==> config.mk <==
export PLATFORM = sky130hd
export DESIGN_NAME = hlv_fifo
export DESIGN_NICKNAME = d
export VERILOG_FILES = /design/src/hw/rtl/hlv_pkg.sv /design/src/hw/rtl/hlv_fifo.sv
export SDC_FILE = /design/constraint.sdc
export NUM_CORES = 1
export LEC_CHECK = 0
export BUFFER_PORTS_ARGS = -buffer_cell sky130_fd_sc_hd__buf_2
export CAP_MARGIN = 20
export CORE_ASPECT_RATIO = 2
export CORE_MARGIN = 4
export CORE_UTILIZATION = 35
export CTS_BUF_LIST = sky130_fd_sc_hd__clkbuf_2
export CTS_CLUSTER_DIAMETER = 60
export DETAILED_ROUTE_END_ITERATION = 10
export GPL_ROUTABILITY_DRIVEN = 1
export PLACE_DENSITY_LB_ADDON = 0.12
export SLEW_MARGIN = 10
export SYNTH_ARGS = -nofsm -noshare
export SYNTH_HDL_FRONTEND = slang
export SYNTH_SLANG_ARGS = --single-unit
export TNS_END_PERCENT = 1
==> constraint.sdc <==
create_clock -name clk -period 2.35 [get_ports clk]
set_input_delay 0.1175 -clock clk [delete_from_list [all_inputs] [get_ports clk]]
set_output_delay 0.1175 -clock clk [all_outputs]
set_load 0.01 [all_outputs]
==> src/hw/rtl/hlv_pkg.sv <==
// ----------------------------------------------------------------------------
// hlv_pkg
// Types, constants and angle tables for the Hough line vote and peak finder.
// ----------------------------------------------------------------------------
package hlv_pkg;

    localparam int NUM_ANGLES = 256;
    localparam int ANG_W      = 8;
    localparam int NUM_RHO    = 1024;
    localparam int RHO_W      = 10;
    localparam int MAX_DIM    = 512;
    localparam int POS_W      = 9;
    localparam int DIM_W      = 10;
    localparam int PIX_W      = 8;
    localparam int CNT_W      = 16;
    localparam int RECIP_W    = 16;
    localparam int RAD_W      = 2;
    localparam int ADDR_W     = RHO_W + ANG_W;
    localparam int ACC_SIZE   = NUM_RHO * NUM_ANGLES;
    localparam int ROM_W      = 16;
    localparam int SUM_W      = 26;
    localparam int PROD_W     = 43;
    localparam int FRAC_SH    = 26;
    localparam int RND_W      = PROD_W - FRAC_SH;
    localparam int FIFO_DEPTH = 4;
    localparam int FIFO_AW    = 2;
    localparam int CFG_IDX_W  = 3;
    localparam int CFG_DAT_W  = 16;

    localparam longint unsigned HALF_PI_Q30 = 64'd1686629713;

    typedef enum logic [CFG_IDX_W-1:0] {
        REG_WIDTH     = 3'd0,
        REG_HEIGHT    = 3'd1,
        REG_RECIP     = 3'd2,
        REG_THRESHOLD = 3'd3,
        REG_RADIUS    = 3'd4
    } cfg_reg_e;

    typedef enum logic [1:0] {
        PH_SKIP,
        PH_VOTE,
        PH_STOP
    } walk_phase_e;

    typedef enum logic [3:0] {
        BK_CLEAR,
        BK_IDLE,
        BK_VOTE,
        BK_DRAIN,
        BK_BLK_INIT,
        BK_SCAN_RD,
        BK_SCAN_CMP,
        BK_JUDGE,
        BK_NBR_RD,
        BK_NBR_CMP,
        BK_KEEP,
        BK_NEXT_BLK,
        BK_EMIT_RD,
        BK_EMIT_LD,
        BK_NONE
    } bk_state_e;

    typedef struct packed {
        logic [DIM_W-1:0]   width;
        logic [DIM_W-1:0]   height;
        logic [RECIP_W-1:0] recip;
        logic [CNT_W-1:0]   threshold;
        logic [RAD_W-1:0]   radius;
    } cfg_t;

    typedef struct packed {
        logic             is_edge;
        logic             eof;
        logic [POS_W-1:0] x;
        logic [POS_W-1:0] y;
    } cmd_t;

    typedef logic signed [ROM_W-1:0] rom_t [NUM_ANGLES];

    function automatic logic [31:0] sin_cos_q14(longint unsigned phi);
        longint unsigned x2;
        longint unsigned term;
        longint unsigned pos;
        longint unsigned neg;
        longint unsigned v;
        longint unsigned cq;
        longint unsigned sq;
        bit              sub;
        int              k;
        x2   = (phi * phi) >> 30;
        term = 64'd1 << 30;
        pos  = term;
        neg  = 64'd0;
        sub  = 1'b1;
        for (k = 2; k <= 20; k += 2) begin
            term = ((term * x2) >> 30) / 64'((k - 1) * k);
            if (sub) neg += term; else pos += term;
            sub = !sub;
        end
        v  = (pos > neg) ? pos - neg : 64'd0;
        cq = (v + 64'd32768) >> 16;
        if (cq > 64'd16384) cq = 64'd16384;
        term = phi;
        pos  = term;
        neg  = 64'd0;
        sub  = 1'b1;
        for (k = 3; k <= 21; k += 2) begin
            term = ((term * x2) >> 30) / 64'((k - 1) * k);
            if (sub) neg += term; else pos += term;
            sub = !sub;
        end
        v  = (pos > neg) ? pos - neg : 64'd0;
        sq = (v + 64'd32768) >> 16;
        if (sq > 64'd16384) sq = 64'd16384;
        return {sq[15:0], cq[15:0]};
    endfunction

    // x table holds sin(a), y table -cos(a), a = n*(3*pi/2)/NUM_ANGLES
    function automatic rom_t build_rom(bit want_y);
        rom_t                    r;
        int                      n;
        int                      t;
        int                      quad;
        int                      frac;
        longint unsigned         phi;
        logic [31:0]             sc;
        logic signed [ROM_W-1:0] s;
        logic signed [ROM_W-1:0] c;
        for (n = 0; n < NUM_ANGLES; n++) begin
            t    = 3 * n;
            quad = t / NUM_ANGLES;
            frac = t % NUM_ANGLES;
            phi  = 64'(frac) * HALF_PI_Q30 / NUM_ANGLES;
            sc   = sin_cos_q14(phi);
            s    = signed'(sc[31:16]);
            c    = signed'(sc[15:0]);
            if (quad == 0) r[n] = want_y ? -c : s;
            else if (quad == 1) r[n] = want_y ? s : c;
            else r[n] = want_y ? c : -s;
        end
        return r;
    endfunction

    localparam rom_t ROM_X = build_rom(1'b0);
    localparam rom_t ROM_Y = build_rom(1'b1);

endpackage

==> src/hw/rtl/hlv_fifo.sv <==
// ----------------------------------------------------------------------------
// hlv_fifo
// Short command queue between front and back.
// ----------------------------------------------------------------------------
module hlv_fifo import hlv_pkg::*; (
    input  logic clk,
    input  logic rst_n,
    input  logic push,
    input  cmd_t push_cmd,
    output logic push_ready,
    input  logic pop,
    output logic pop_valid,
    output cmd_t pop_cmd
);

    cmd_t               slot_reg [FIFO_DEPTH];
    logic [FIFO_AW-1:0] wr_ptr_reg;
    logic [FIFO_AW-1:0] rd_ptr_reg;
    logic [FIFO_AW:0]   count_reg;
    logic [FIFO_AW:0]   count_next;

    assign push_ready = (count_reg != (FIFO_AW+1)'(FIFO_DEPTH));
    assign pop_valid  = (count_reg != '0);
    assign pop_cmd    = slot_reg[rd_ptr_reg];

    always_comb
    begin
        count_next = count_reg;
        if (push && !pop) count_next = count_reg + (FIFO_AW+1)'(1);
        else if (pop && !push) count_next = count_reg - (FIFO_AW+1)'(1);
    end

    always_ff @(posedge clk or negedge rst_n)
    begin
        if (!rst_n)
        begin
            wr_ptr_reg <= '0;
            rd_ptr_reg <= '0;
            count_reg  <= '0;
        end
        else
        begin
            count_reg <= count_next;
            if (push) wr_ptr_reg <= wr_ptr_reg + FIFO_AW'(1);
            if (pop) rd_ptr_reg <= rd_ptr_reg + FIFO_AW'(1);
        end
    end

    always_ff @(posedge clk)
    begin
        if (push) slot_reg[wr_ptr_reg] <= push_cmd;
    end

endmodule

Word level (Yosys, flattened, before mapping)
Memories as Yosys holds them, arrays and structs flattened.
Index checks and enable logic that the tools add are counted.
{ "word_totals": {"regBits": 7, "ramBits": 80, "in_bits": 24, "output_inout_bits": 22, "memories": 1} }
{ "classes": {"n_addsub": 4, "eq_ne": 1, "muxes": 4, "n_reduce_logical": 6} }
{ "mem_list": {"columns": ["memory", "words", "word_bits", "read_ports", "rd_clocked_by_memory_dff", "wr", "line", "source"], "rows": [
  ["slot_reg", 4, 20, 1, 0, 1, "hlv_fifo.sv:16", "cmd_t slot_reg [FIFO_DEPTH];"]
]} }
{ "ops": {"columns": ["cell", "n"], "rows": [
  ["2-to-1 mux 3 bit", 2],
  ["adder 2 x 1 -> 2 bit, second input constant", 2],
  ["adder 3 x 1 -> 3 bit, second input constant", 1],
  ["inequality test 3 bit, second input constant", 1],
  ["nonzero test 3 bit", 1],
  ["subtractor 3 x 1 -> 3 bit, second input constant", 1],
  ["logical AND 1 bit", 2],
  ["logical NOT 1 bit", 2],
  ["2-to-1 mux 1 bit", 2],
  ["nonzero test 2 bit", 1]
]} }

Logic depth before layout (Yosys ltp)
{ "depth": {"word_depth": 4, "depth_mapped": 7} }

Least setup slack after synthesis
No wires, ideal clock.
{ "synth_timing": {"path_kind": "reg2reg", "start": "reg wr_ptr_reg[0]", "end": "mem slot_reg[0][0] (netlist bit), enable pin", "setup_time_ps": 378, "t_arrival_ps": 1142, "required_ps": 1972, "slack_ps": 830, "path_stages_with_launch": 4, "path_buffers": 0, "path_cell_list": "dfrtp_1 > inv_1 > ha_1 > and2_1"} }
{ "synth_lines": {"columns": ["element", "line", "source"], "rows": [
  ["start, declared", "hlv_fifo.sv:17", "logic [FIFO_AW-1:0] wr_ptr_reg;"],
  ["start signal, assigned", "hlv_fifo.sv:44", "if (push) wr_ptr_reg <= wr_ptr_reg + FIFO_AW'(1);"],
  ["end, declared", "hlv_fifo.sv:16", null]
]} }
No word-level cell before the write port.

==> run summary <==
Setup WS post-layout - 253.4 ps
Antenna diodes - 0
DIE AREA - 0.01109 mm^2
Synth Flop Type - edfxtp_1
Inst Count DP - 289
Crit path DAT - 1980 ps
Max Clk Rate - 0.4770 GHz
Worst slack at placement - 604.4 ps
Max reg flops - 80
DRT Wirelength - 6045 um
Setup TNS - 0 ps
Filler cells - 833
Vias - 1593
Port Buf Inserts - 45
Register area share after synthesis - 0.7848
Slew of the pin with the lowest slew margin - 365.7 ps
Pin count of the biggest net entering global routing - 22
Commonest cells in the synthesized netlist - edfxtp_1 (80), mux4_2 (18), dfrtp_1 (7)
Number of vias per cell - 4.842
Placed cell area - 0.003670 mm^2
Unique cell type count in the Yosys netlist - 17
Crit Path Max Fanout - 12
CTS tree - yes
DR pass1 iterations - 4
Post-synth top area share - 0.7314
#FFs+latches synth - 87
Routed Antenna Nets - 0
Outcome - completed
Chip width - 76.50 um
Placeable core region - 0.009074 mm^2
CTS Buf Count - 9
Crit path kind - flop to output port
CTS H-tree lvls - 3
Final net count - 252
Starting density of the core - 0.3620
Routability cong. - 0.6316
Worst skew pair latency - 510 ps
HPWL Detailed - 4006 um
Leakage - 1.448 nW
Max cap viols - 0
Wire per inst - 18.37 um
Peak supply drop - 0.4684 mV
Final Non-Filler Cells - 329
Max clock buf depth - 2
Worst-path clk slew - 210 ps
Fin area - 0.004013 mm^2
Slew Limit Fails - 0
CP required - 2230 ps
Syn Std Cell Area - 0.003284 mm^2
Rel. slew slack - 0.7554
Total design power - 4.298 mW
GRT overflow - 0
Cell with the most instances after synthesis - edfxtp_1
RSZ-0062 raised after global routing - false
Row Count - 49
Top post-synthesis cells by area - edfxtp_1 (73%), mux4_2 (12%), dfrtp_1 (5.3%), ha_1 (1.9%), mux4_1 (1.6%)
Initial antenna violation count - 0
Avg Cell Area, Syn - 23.63 um^2
Layout cells sized above 1 - 0.3744
Final Critical Period - 2097 ps
Vias in the first global route - 1860
DRC violations left - 0
CP Capture Type - output port
Post-Syn Nets - 169
First-pass GRT wire length - 9742 um
Area leader, netlist - edfxtp_1
Die span in y - 145.0 um
WHS - 332.2 ps
Detailed Route Iter0 Violations - 98
Final setup fails - 0
Clock sinks - 87
Ys async rst share - 0.08046
HP Class - input port to flop
Io pins - 46
CP startpoint kind - flop
Yosys Warn Count - 0
End-of-flow core utilization - 0.4422
Final Hold Vio Count - 0
Max Clock Skew - 13.99 ps
Synth-to-Final Area Change - 22.17%
PwrDens - 1071 mW/mm^2
Synth Instances - 139
Post-synth EDFFs - 80
Gr usage total - 0.1196
Final period util - 0.8922
CTS root buf - clkbuf_2
## layer usage
layer | vias to the layer above | global-route usage | routed length [um]
met5 | - | 0 | 0
met4 | 0 | 0.07895 | 176
met3 | 11 | 0.02419 | 203
met2 | 40 | 0.2147 | 3451
met1 | 809 | 0.1236 | 2213
li1 | 733 | - | -
## worst max-delay path, cell delays in order (launching register included)
cell	delay [ps]
dfrtp_2	590
buf_12	210
mux4_2	520
buf_2	160
## power breakdown
group	switching [mW]	internal [mW]
Combinational	0.700	0.714
Clock	0.463	0.237
Sequential	0.146	2.04
## placed cells by master, fill, tap and decap left out
cell type,count
and2_1,4
dfrtp_1,6
dlygate4sd3_1,24
clkbuf_2,10
bufinv_16,1
o21ai_0,1
mux2_2,1
inv_1,4
buf_12,1
ha_1,5
or3_1,1
nor2_1,2
buf_4,6
buf_2,45
fa_1,1
xor2_1,4
mux4_2,18
clkinv_1,3
mux4_1,2
xnor2_1,2
clkinv_2,2
edfxtp_1,80
nand2_1,3
dfrtp_2,1
## cell type report
| class | instances | area [um^2] | share of cell area |
|---|---|---|---|
| multi-input combinational | 44 | 659.4 | 0.1643 |
| inverter | 4 | 15.01 | 0.003742 |
| clock inverter | 6 | 51.30 | 0.01278 |
| tap | 102 | 127.6 | 0.03181 |
| clock buffer | 10 | 50.05 | 0.01247 |
| timing repair buffer | 76 | 530.5 | 0.1322 |
| sequential | 87 | 2579 | 0.6427 |
## logic make-up (layout without fill, tap and decap cells)
family	after synthesis	in the layout	share of synthesized area
flip-flops	87	87	0.7848
XOR/XNOR	6	6	0.01600
AND/OR/NAND/NOR	10	10	0.01524
adder cells (fa/ha/maj)	6	6	0.02514
multiplexers	21	21	0.1429
buffers and inverters	8	96	0.01447
AO/OA/AOI/OAI	1	1	0.001522
## path summary, 6_finish.rpt
path / slack [ps] / from / end / cells past startpoint
worst min-delay path: 330 / push_cmd[11] / slot_reg[0][11]$_DFFE_PP_ / 2
worst max-delay path: 250 / rd_ptr_reg[0]$_DFFE_PN0P_ / pop_cmd[4] / 3
worst max register to register: 860 / wr_ptr_reg[0]$_DFFE_PN0P_ / slot_reg[2][9]$_DFFE_PP_ / 4
min in group asynchronous: 530 / rst_n / rd_ptr_reg[1]$_DFFE_PN0P_ / 3
worst min register to register: 510 / count_reg[2]$_DFFE_PN0P_ / count_reg[2]$_DFFE_PN0P_ / 1
max in group asynchronous: 1530 / rst_n / rd_ptr_reg[0]$_DFFE_PN0P_ / 3
## repair_timing
item / in CTS / in global routing
endpoints found under the hold margin: 91 / 0
endpoints found under the setup margin: 11 / 0
buffers inserted: 0 / 0
gates resized for setup: 1 / 0
hold buffers: 24 / 0
Power figures use the tool's default switching activity.
